--- config.mk ---
export PLATFORM = sky130hd
export DESIGN_NAME = selection_range_table
export DESIGN_NICKNAME = d
export VERILOG_FILES = /design/src/rtl/srt_pkg.sv /design/src/rtl/srt_ctrl.sv /design/src/rtl/srt_dp.sv /design/src/rtl/selection_range_table.sv
export SDC_FILE = /design/constraint.sdc
export NUM_CORES = 2
export LEC_CHECK = 0
export BUFFER_PORTS_ARGS = -buffer_cell sky130_fd_sc_hd__buf_4
export CAP_MARGIN = 20
export CORE_MARGIN = 2
export CORE_UTILIZATION = 56
export CTS_CLUSTER_DIAMETER = 50
export DETAILED_ROUTE_END_ITERATION = 6
export PLACE_DENSITY_LB_ADDON = 0.1
export SLEW_MARGIN = 10
export SYNTH_ARGS = -nofsm -noshare
export SYNTH_HDL_FRONTEND = slang
export SYNTH_SLANG_ARGS = --single-unit
--- constraint.sdc ---
create_clock -name clk -period 8.6 [get_ports clk]
set_input_delay 0.43 -clock clk [delete_from_list [all_inputs] [get_ports clk]]
set_output_delay 0.43 -clock clk [all_outputs]
set_load 0.01 [all_outputs]
--- src/rtl/srt_pkg.sv ---
// ----------------------------------------------------------------------------
// srt_pkg
// Shared types and constants for the selection range table: command codes,
// field widths, and the command/status words between controller and datapath.
// ----------------------------------------------------------------------------
package srt_pkg;

	localparam int MAX_ENTRIES = 16;
	localparam int LINE_BITS   = 20;
	localparam int COL_BITS    = 16;
	localparam int POS_BITS    = LINE_BITS + COL_BITS;
	localparam int ENTRY_BITS  = 2 * POS_BITS;
	localparam int ADDR_BITS   = $clog2(MAX_ENTRIES);
	localparam int CNT_BITS    = $clog2(MAX_ENTRIES + 1);
	localparam int CMD_BITS    = 3;

	// Command codes carried on the cmd field
	typedef enum logic [CMD_BITS-1:0] {
		CMD_APPEND = 3'd0,
		CMD_UPDATE = 3'd1,
		CMD_REMOVE = 3'd2,
		CMD_CLEAR  = 3'd3,
		CMD_QUERY  = 3'd4
	} cmd_t;

	// Table write source and address
	typedef enum logic [1:0] {
		WR_NONE   = 2'd0,
		WR_APPEND = 2'd1,
		WR_UPDATE = 2'd2,
		WR_SHIFT  = 2'd3
	} wr_op_t;

	// Table read address
	typedef enum logic [2:0] {
		RD_NONE = 3'd0,
		RD_PTR  = 3'd1,
		RD_PTR1 = 3'd2,
		RD_PTR2 = 3'd3,
		RD_LAST = 3'd4
	} rd_op_t;

	typedef enum logic [1:0] {
		PTR_HOLD = 2'd0,
		PTR_IDX  = 2'd1,
		PTR_ZERO = 2'd2,
		PTR_INC  = 2'd3
	} ptr_op_t;

	typedef enum logic [1:0] {
		CNT_HOLD = 2'd0,
		CNT_INC  = 2'd1,
		CNT_DEC  = 2'd2,
		CNT_CLR  = 2'd3
	} cnt_op_t;

	// Controller to datapath
	typedef struct packed {
		logic    capture;
		wr_op_t  wr_op;
		rd_op_t  rd_op;
		ptr_op_t ptr_op;
		cnt_op_t cnt_op;
		logic    set_err;
		logic    scan_en;
		logic    out_load;
	} ctl_t;

	// Datapath to controller
	typedef struct packed {
		cmd_t cmd;
		logic full;
		logic empty;
		logic idx_ok;
		logic shift_more;
		logic scan_more;
	} stat_t;

endpackage

--- src/rtl/srt_ctrl.sv ---
// ----------------------------------------------------------------------------
// srt_ctrl
// Sequencer for the range table: takes a word, steps the datapath through
// the command, fetches the newest range and hands the result word out.
// ----------------------------------------------------------------------------
module srt_ctrl (
	input  logic           clk,
	input  logic           arst_n,
	input  logic           in_valid,
	output logic           in_ready,
	output logic           out_valid,
	input  logic           out_ready,
	input  srt_pkg::stat_t stat,
	output srt_pkg::ctl_t  ctl
);

	typedef enum logic [7:0] {
		S_IDLE        = 8'b0000_0001,
		S_DECODE      = 8'b0000_0010,
		S_SHIFT_PRIME = 8'b0000_0100,
		S_SHIFT       = 8'b0000_1000,
		S_SCAN_PRIME  = 8'b0001_0000,
		S_SCAN        = 8'b0010_0000,
		S_FETCH       = 8'b0100_0000,
		S_OUT         = 8'b1000_0000
	} state_t;

	state_t state_q, state_d;
	logic   out_valid_q;

	assign in_ready  = (state_q == S_IDLE);
	assign out_valid = out_valid_q;

	// Next state and datapath commands
	always_comb begin
		state_d     = state_q;
		ctl         = '0;
		ctl.wr_op   = srt_pkg::WR_NONE;
		ctl.rd_op   = srt_pkg::RD_NONE;
		ctl.ptr_op  = srt_pkg::PTR_HOLD;
		ctl.cnt_op  = srt_pkg::CNT_HOLD;
		unique case (state_q)
			S_IDLE: begin
				if (in_valid) begin
					ctl.capture = 1'b1;
					state_d     = S_DECODE;
				end
			end
			S_DECODE: begin
				state_d = S_FETCH;
				unique case (stat.cmd)
					srt_pkg::CMD_APPEND: begin
						if (stat.full) begin
							ctl.set_err = 1'b1;
						end else begin
							ctl.wr_op  = srt_pkg::WR_APPEND;
							ctl.cnt_op = srt_pkg::CNT_INC;
						end
					end
					srt_pkg::CMD_UPDATE: begin
						if (stat.empty) begin
							ctl.set_err = 1'b1;
						end else begin
							ctl.wr_op = srt_pkg::WR_UPDATE;
						end
					end
					srt_pkg::CMD_REMOVE: begin
						if (stat.idx_ok) begin
							ctl.ptr_op = srt_pkg::PTR_IDX;
							state_d    = S_SHIFT_PRIME;
						end else begin
							ctl.set_err = 1'b1;
						end
					end
					srt_pkg::CMD_CLEAR: begin
						ctl.cnt_op = srt_pkg::CNT_CLR;
					end
					srt_pkg::CMD_QUERY: begin
						ctl.ptr_op = srt_pkg::PTR_ZERO;
						state_d    = S_SCAN_PRIME;
					end
					default: begin
						ctl.set_err = 1'b1;
					end
				endcase
			end
			S_SHIFT_PRIME: begin
				ctl.rd_op = srt_pkg::RD_PTR1;
				state_d   = S_SHIFT;
			end
			// Move each later entry down one place, one per cycle
			S_SHIFT: begin
				if (stat.shift_more) begin
					ctl.wr_op  = srt_pkg::WR_SHIFT;
					ctl.rd_op  = srt_pkg::RD_PTR2;
					ctl.ptr_op = srt_pkg::PTR_INC;
				end else begin
					ctl.cnt_op = srt_pkg::CNT_DEC;
					state_d    = S_FETCH;
				end
			end
			S_SCAN_PRIME: begin
				ctl.rd_op = srt_pkg::RD_PTR;
				state_d   = S_SCAN;
			end
			// Test one stored range per cycle against the query position
			S_SCAN: begin
				if (stat.scan_more) begin
					ctl.scan_en = 1'b1;
					ctl.rd_op   = srt_pkg::RD_PTR1;
					ctl.ptr_op  = srt_pkg::PTR_INC;
				end else begin
					state_d = S_FETCH;
				end
			end
			S_FETCH: begin
				ctl.rd_op = srt_pkg::RD_LAST;
				state_d   = S_OUT;
			end
			S_OUT: begin
				if (!out_valid_q || out_ready) begin
					ctl.out_load = 1'b1;
					state_d      = S_IDLE;
				end
			end
			default: begin
				state_d = S_IDLE;
			end
		endcase
	end

	// State and output word flag
	always_ff @(posedge clk or negedge arst_n) begin
		if (!arst_n) begin
			state_q     <= S_IDLE;
			out_valid_q <= 1'b0;
		end else begin
			state_q <= state_d;
			if (ctl.out_load) begin
				out_valid_q <= 1'b1;
			end else if (out_ready) begin
				out_valid_q <= 1'b0;
			end
		end
	end

endmodule

--- src/rtl/srt_dp.sv ---
// ----------------------------------------------------------------------------
// srt_dp
// Datapath: captured command word, range memory with one write and one
// registered read port, entry count, walk pointer, and the result registers.
// ----------------------------------------------------------------------------
module srt_dp (
	input  logic                                clk,
	input  logic                                arst_n,
	input  srt_pkg::ctl_t                       ctl,
	output srt_pkg::stat_t                      stat,
	input  logic [srt_pkg::CMD_BITS-1:0]        cmd,
	input  logic [srt_pkg::LINE_BITS-1:0]       start_line,
	input  logic [srt_pkg::COL_BITS-1:0]        start_col,
	input  logic [srt_pkg::LINE_BITS-1:0]       end_line,
	input  logic [srt_pkg::COL_BITS-1:0]        end_col,
	input  logic [srt_pkg::ADDR_BITS-1:0]       entry_index,
	input  logic [srt_pkg::LINE_BITS-1:0]       query_line,
	input  logic [srt_pkg::COL_BITS-1:0]        query_col,
	output logic                                hit,
	output logic                                op_error,
	output logic [srt_pkg::CNT_BITS-1:0]        entry_count,
	output logic                                last_valid,
	output logic [srt_pkg::LINE_BITS-1:0]       last_start_line,
	output logic [srt_pkg::COL_BITS-1:0]        last_start_col,
	output logic [srt_pkg::LINE_BITS-1:0]       last_end_line,
	output logic [srt_pkg::COL_BITS-1:0]        last_end_col
);

	srt_pkg::cmd_t                        cmd_q;
	logic [srt_pkg::POS_BITS-1:0]         start_q, end_q, query_q;
	logic [srt_pkg::ADDR_BITS-1:0]        idx_q;
	logic [srt_pkg::CNT_BITS-1:0]         count_q, ptr_q;
	logic [srt_pkg::CNT_BITS-1:0]         cnt_m1, ptr_p1, ptr_p2;
	logic                                 hit_q, err_q;
	logic [srt_pkg::ENTRY_BITS-1:0]       mem_q [srt_pkg::MAX_ENTRIES];
	logic [srt_pkg::ENTRY_BITS-1:0]       rdata_q, wdata;
	logic [srt_pkg::ADDR_BITS-1:0]        waddr, raddr;
	logic                                 we, re;
	logic [srt_pkg::POS_BITS-1:0]         rd_start, rd_end;
	logic                                 match;

	assign cnt_m1 = count_q - srt_pkg::CNT_BITS'(1);
	assign ptr_p1 = ptr_q + srt_pkg::CNT_BITS'(1);
	assign ptr_p2 = ptr_q + srt_pkg::CNT_BITS'(2);

	// Status toward the controller
	assign stat.cmd        = cmd_q;
	assign stat.full       = (count_q >= srt_pkg::CNT_BITS'(srt_pkg::MAX_ENTRIES));
	assign stat.empty      = (count_q == '0);
	assign stat.idx_ok     = ({1'b0, idx_q} < count_q);
	assign stat.shift_more = (ptr_p1 < count_q);
	assign stat.scan_more  = (ptr_q < count_q);

	// Capture the command word
	always_ff @(posedge clk) begin
		if (ctl.capture) begin
			cmd_q   <= srt_pkg::cmd_t'(cmd);
			start_q <= {start_line, start_col};
			end_q   <= {end_line, end_col};
			idx_q   <= entry_index;
			query_q <= {query_line, query_col};
		end
	end

	// Pick memory addresses and write data
	always_comb begin
		we    = (ctl.wr_op != srt_pkg::WR_NONE);
		wdata = {start_q, end_q};
		unique case (ctl.wr_op)
			srt_pkg::WR_APPEND: waddr = count_q[srt_pkg::ADDR_BITS-1:0];
			srt_pkg::WR_UPDATE: waddr = cnt_m1[srt_pkg::ADDR_BITS-1:0];
			srt_pkg::WR_SHIFT: begin
				waddr = ptr_q[srt_pkg::ADDR_BITS-1:0];
				wdata = rdata_q;
			end
			default: waddr = '0;
		endcase
		re = (ctl.rd_op != srt_pkg::RD_NONE);
		unique case (ctl.rd_op)
			srt_pkg::RD_PTR:  raddr = ptr_q[srt_pkg::ADDR_BITS-1:0];
			srt_pkg::RD_PTR1: raddr = ptr_p1[srt_pkg::ADDR_BITS-1:0];
			srt_pkg::RD_PTR2: raddr = ptr_p2[srt_pkg::ADDR_BITS-1:0];
			srt_pkg::RD_LAST: raddr = cnt_m1[srt_pkg::ADDR_BITS-1:0];
			default:          raddr = '0;
		endcase
	end

	// Range memory, registered read
	always_ff @(posedge clk) begin
		if (we) begin
			mem_q[waddr] <= wdata;
		end
		if (re) begin
			rdata_q <= mem_q[raddr];
		end
	end

	// Compare line first, then char: packed order does both at once
	assign rd_start = rdata_q[srt_pkg::ENTRY_BITS-1 -: srt_pkg::POS_BITS];
	assign rd_end   = rdata_q[srt_pkg::POS_BITS-1:0];
	assign match    = (query_q >= rd_start) && (query_q <= rd_end);

	// Count, walk pointer and flags
	always_ff @(posedge clk or negedge arst_n) begin
		if (!arst_n) begin
			count_q <= '0;
			ptr_q   <= '0;
			hit_q   <= 1'b0;
			err_q   <= 1'b0;
		end else begin
			unique case (ctl.cnt_op)
				srt_pkg::CNT_INC: count_q <= count_q + srt_pkg::CNT_BITS'(1);
				srt_pkg::CNT_DEC: count_q <= cnt_m1;
				srt_pkg::CNT_CLR: count_q <= '0;
				default:          count_q <= count_q;
			endcase
			unique case (ctl.ptr_op)
				srt_pkg::PTR_IDX:  ptr_q <= {1'b0, idx_q};
				srt_pkg::PTR_ZERO: ptr_q <= '0;
				srt_pkg::PTR_INC:  ptr_q <= ptr_p1;
				default:           ptr_q <= ptr_q;
			endcase
			if (ctl.capture) begin
				hit_q <= 1'b0;
				err_q <= 1'b0;
			end else begin
				if (ctl.set_err) begin
					err_q <= 1'b1;
				end
				if (ctl.scan_en && stat.scan_more && match) begin
					hit_q <= 1'b1;
				end
			end
		end
	end

	// Load the result word; newest range reads as zeros on an empty table
	always_ff @(posedge clk) begin
		if (ctl.out_load) begin
			hit         <= hit_q;
			op_error    <= err_q;
			entry_count <= count_q;
			last_valid  <= !stat.empty;
			if (stat.empty) begin
				last_start_line <= '0;
				last_start_col  <= '0;
				last_end_line   <= '0;
				last_end_col    <= '0;
			end else begin
				last_start_line <= rd_start[srt_pkg::POS_BITS-1 -: srt_pkg::LINE_BITS];
				last_start_col  <= rd_start[srt_pkg::COL_BITS-1:0];
				last_end_line   <= rd_end[srt_pkg::POS_BITS-1 -: srt_pkg::LINE_BITS];
				last_end_col    <= rd_end[srt_pkg::COL_BITS-1:0];
			end
		end
	end

endmodule

--- src/rtl/selection_range_table.sv ---
// ----------------------------------------------------------------------------
// selection_range_table
// Ordered table of up to sixteen inclusive text ranges with append, update,
// remove, clear and position query commands.
// ----------------------------------------------------------------------------
// One word is taken at a time. Append, update, clear and bad commands go
// from decode to a fetch of the newest range and then load the result word;
// a removal first shifts each later entry down one place and a query first
// tests each stored range, both through the range memory's one registered
// read port, walked one entry a cycle. The result is loaded once the output
// register is free, and the next word is taken the cycle after the result is
// loaded. A new word is taken while the previous result still waits for
// out_ready.
module selection_range_table (
	input  logic                          clk,
	input  logic                          arst_n,
	input  logic                          in_valid,
	output logic                          in_ready,
	input  logic [srt_pkg::CMD_BITS-1:0]  cmd,
	input  logic [srt_pkg::LINE_BITS-1:0] start_line,
	input  logic [srt_pkg::COL_BITS-1:0]  start_col,
	input  logic [srt_pkg::LINE_BITS-1:0] end_line,
	input  logic [srt_pkg::COL_BITS-1:0]  end_col,
	input  logic [srt_pkg::ADDR_BITS-1:0] entry_index,
	input  logic [srt_pkg::LINE_BITS-1:0] query_line,
	input  logic [srt_pkg::COL_BITS-1:0]  query_col,
	output logic                          out_valid,
	input  logic                          out_ready,
	output logic                          hit,
	output logic                          op_error,
	output logic [srt_pkg::CNT_BITS-1:0]  entry_count,
	output logic                          last_valid,
	output logic [srt_pkg::LINE_BITS-1:0] last_start_line,
	output logic [srt_pkg::COL_BITS-1:0]  last_start_col,
	output logic [srt_pkg::LINE_BITS-1:0] last_end_line,
	output logic [srt_pkg::COL_BITS-1:0]  last_end_col
);

	srt_pkg::ctl_t  ctl;
	srt_pkg::stat_t stat;

	srt_ctrl u_ctrl (
		.clk       (clk),
		.arst_n    (arst_n),
		.in_valid  (in_valid),
		.in_ready  (in_ready),
		.out_valid (out_valid),
		.out_ready (out_ready),
		.stat      (stat),
		.ctl       (ctl)
	);

	srt_dp u_dp (
		.clk             (clk),
		.arst_n          (arst_n),
		.ctl             (ctl),
		.stat            (stat),
		.cmd             (cmd),
		.start_line      (start_line),
		.start_col       (start_col),
		.end_line        (end_line),
		.end_col         (end_col),
		.entry_index     (entry_index),
		.query_line      (query_line),
		.query_col       (query_col),
		.hit             (hit),
		.op_error        (op_error),
		.entry_count     (entry_count),
		.last_valid      (last_valid),
		.last_start_line (last_start_line),
		.last_start_col  (last_start_col),
		.last_end_line   (last_end_line),
		.last_end_col    (last_end_col)
	);

	// Count never exceeds the table depth
	a_count_bound: assert property (@(posedge clk) disable iff (!arst_n)
		out_valid |-> (entry_count <= srt_pkg::CNT_BITS'(srt_pkg::MAX_ENTRIES)))
		else $error("entry count above table depth");

	// Newest range is flagged exactly when the table holds something
	a_last_valid: assert property (@(posedge clk) disable iff (!arst_n)
		out_valid |-> (last_valid == (entry_count != '0)))
		else $error("last_valid disagrees with entry count");

	// An ignored command never reports a hit
	a_err_no_hit: assert property (@(posedge clk) disable iff (!arst_n)
		out_valid |-> !(hit && op_error))
		else $error("hit reported on an ignored command");

	// One word in flight: no acceptance in the cycle after one
	a_one_word: assert property (@(posedge clk) disable iff (!arst_n)
		(in_valid && in_ready) |=> !in_ready)
		else $error("second word taken while busy");

endmodule

==> results.ini <==
[clock_tree]
cts_sinks=1440
htreeDepth=4
cts-hold-fix-buffers=117
cts_buffers=151
cts_resized=0
cts_buffer_depth=3
cts-root-buf=clkbuf_16
cts_setup_buffers=0
cts_tree=yes
clk_pin_slew_ns=0.06
clock_latency_ns=0.76

[power]
seq_power_share_pct=51.5
combPwrFrac_pct=9.5
clkPwrFrac_pct=39.0
p_leak_nw=23.7
p_per_area_mw_per_mm2=246
net-switching-power_mw=3.97
p_sw_share_pct=24.1
vdd_drop_max_uv=247
p_int_mw=12.5

[routing]
drc=0
viasPerCell=6.45
wl_per_cell_um=29.9
drt_iter0_markers=4252
dr.pass1.iters=5
drtAntennaViolNets=0
routed-via-count=35100
wl_um=163000

[synth]
ys_seq_elements=1440
synth_edf_count=1419
seq_area_frac_synth_pct=74.5
yosys_warnings=0
synthArstFlopShare_pct=1.46
syn_inst=3650
synthFlopType=edfxtp_1
netlist_area_mm2=0.0579
avgSynthCellArea_um2=15.9
synth_cell_types=85
synth_nets=3856

[global_route]
grt_usage_pct=30.5
grt_max_degree=151
grt_remaining_overflow=0
antenna_found_initial=7
first_global_vias=34200
grt_pass1_wl_um=235000

[sta]
worst_slew_pin_slew_ns=1.19
holdWs_ns=0.159
fin_worst_skew_ns=0.0302
setup_viol_count_final=0
rsz0062_at_grt=false
slew_headroom_pct=20.8
fin_crit_sh_pct=76.7
post-route-min-period_ns=6.60
max_freq_mhz=152
hold_viol_final=0
slew_viol_final=0

[floorplanning]
ios=201
die_w_um=325
coreArea_mm2=0.102
placementRows=117
die_h_um=325
die_area_mm2=0.106
start_util_pct=56.6

[final_layout]
post-route-cell-area_mm2=0.0668
final_nets=4162
fin_util_pct=65.4
synthToLayoutAreaGrowth_pct=15.4
drive_gt1_share_pct=15.8
n_fill_cell=7099

[placement]
io_buffers=200
hpwl_um=92100
place.gp.congestion=0.917
dpl_cell_area_mm2=0.0607

[worst_setup_path]
cp-start-kind=flop
cp_max_fo=41
critical_path_required_ns=8.98
endpoint_kind=flop
critPathArrivalTime_ns=6.97
worstSetupPathType=reg2reg

[hold_path]
hp-class=in2async

[job]
max_cap_violations=0

[run_status]
outcome=finished clean

[cell families after synthesis]
group	after synthesis	synth area share (%)
flops	1440	74.5
simple gates	889	7.60
compound gates	626	8.09
buf+inv	316	2.65
mux	284	5.11
fa+ha+maj	87	1.88
xor+xnor	8	0.121
[per-stage QoR]
stage | setup WS, ns | setup TNS, ns | std cells | total power [mW]
finish | 2.00 | 0 | 5443 | 16.4
global route | 1.80 | 0 | 5442 | 16.9
CTS | 2.15 | 0 | 5438 | 16.5
detailed placement | 2.13 | 0 | 5050 | 10.1
global placement | 2.19 | 0 | 5049 | 10.0
floorplan | -0.180 | -25.89 | 3650 | 9.43
[layer usage]
metal	vias to the layer above	wire (um)	part of all wire [%]	track usage (%)
met5	-	63	0.039	0
met3	274	16600	10	6.79
met1	17900	67600	42	44.4
li1	15000	-	-	-
met2	1958	74400	46	46.3
met4	10	4210	2.6	9.13
[Yosys cell counts, types with 3 or more instances]
library cell	number	area, um^2
a21oi_1	46	230
buf_4	11	82.6
buf_2	65	325
nor4_1	6	37.5
or3_1	3	18.8
a21o_1	19	143
ha_1	87	1090
o2bb2ai_1	4	35.0
buf_6	30	338
nor2_1	106	398
a22o_1	7	61.3
a21boi_1	13	97.6
clkbuf_1	106	398
and4_1	55	482
a32oi_1	162	1420
o211ai_1	4	30.0
o21ai_1	9	45.0
edfxtp_1	1419	42600
o21ai_0	123	616
nor3_1	7	35.0
o311ai_0	3	26.3
a2bb2oi_1	5	43.8
dfrtp_1	20	500
a32o_1	29	290
nor2b_1	11	68.8
buf_1	16	60.1
a21boi_0	16	120
mux2i_1	191	1910
a211oi_1	88	661
nand2_1	427	1600
and3_1	84	526
a211oi_2	18	225
xnor2_1	7	61.3
and2_1	9	56.3
o2111ai_1	19	166
nand3_1	66	330
or2_2	3	18.8
nand4_1	69	432
inv_1	88	330
nand2b_1	14	87.6
mux2_2	93	1050
a211o_1	4	35.0
a31oi_1	30	188
[sequential cells by signal (all words and copies together) (netlist names), 3 cells and up]
register	count
u_dp.last_start_col	16
u_dp.rdata_q	72
u_dp.entry_count	5
u_dp.cmd_q	3
u_dp.end_q	36
u_dp.last_end_line	20
u_dp.idx_q	4
u_dp.start_q	36
u_dp.query_q	36
u_dp.last_end_col	16
u_dp.ptr_q	5
u_dp.last_start_line	20
u_ctrl.state_q	8
u_dp.count_q	5
u_dp.mem_q	1152
[worst paths after layout]
check                      cells past startpoint  slack, ns     startpoint                end
max                                           13       2.00  u_dp.ptr_q[0]  u_dp.mem_q[0][31]
min                                            2       0.16         arst_n    u_dp.count_q[4]
max reg2reg                                   13       2.00  u_dp.ptr_q[0]  u_dp.mem_q[0][31]
min reg2reg                                    0       0.47     u_dp.err_q      u_dp.op_error
max in group asynchronous                      2       8.13         arst_n  u_ctrl.state_q[0]
min in group clk                               3       0.20      out_ready  u_ctrl.state_q[7]
[cell usage in the layout (no fill, tap or decap), types with 9 or more instances in the layout]
cell type,instances
clkinv_2,21
a211oi_1,85
o21ai_0,123
a21boi_1,13
clkinv_1,32
nand2_1,426
ha_1,87
edfxtp_1,1419
dlygate4sd3_1,117
a32o_1,29
clkbuf_1,26
mux2i_1,191
inv_1,88
nand3_1,66
and4_1,55
and3_1,82
nand2b_1,14
a21boi_0,16
bufinv_16,15
a31oi_1,30
a32oi_1,162
a21oi_1,45
nor2_4,14
clkbuf_16,154
buf_4,250
a211oi_2,18
a21o_1,18
dfrtp_1,20
buf_12,11
mux2_2,93
o21ai_1,9
nand4_1,69
nor2_1,96
o2111ai_1,19
[worst max-delay path, cell delays in order (launching register included)]
cell and delay [ns]:
dfrtp_1 0.66, ha_1 0.32, xor2_1 0.13, ha_1 0.22
or3_1 0.37, o221ai_1 0.52, and3_4 0.73, buf_4 0.63
nor4_1 0.18, a222oi_1 0.45, nand2_1 0.34, a211oi_4 0.24
buf_4 0.71, buf_4 0.61
[power groups by stage]
stage / combinational, mW / clock [mW] / sequential, mW
after floorplan: 0.950 / 0 / 8.48
after global placement: 1.42 / 0 / 8.61
after detailed placement: 1.47 / 0 / 8.60
after CTS: 1.52 / 6.48 / 8.46
after global routing: 1.69 / 6.76 / 8.47
final: 1.56 / 6.41 / 8.47
[cell type report]
class                   instances  area (um^2)  area share [%]
diodes                          1         2.50         0.00375
clock buffers                 180         3950            5.91
clock inverters                91          912            1.37
inverters                      88          330           0.494
multi-input cells            1894        13400            20.1
flip-flops and latches       1440        43100            64.6
well taps                    1368         1710            2.56
repair buffers                381         3340            5.00
Note: power is estimated with default switching activity, not from simulation.
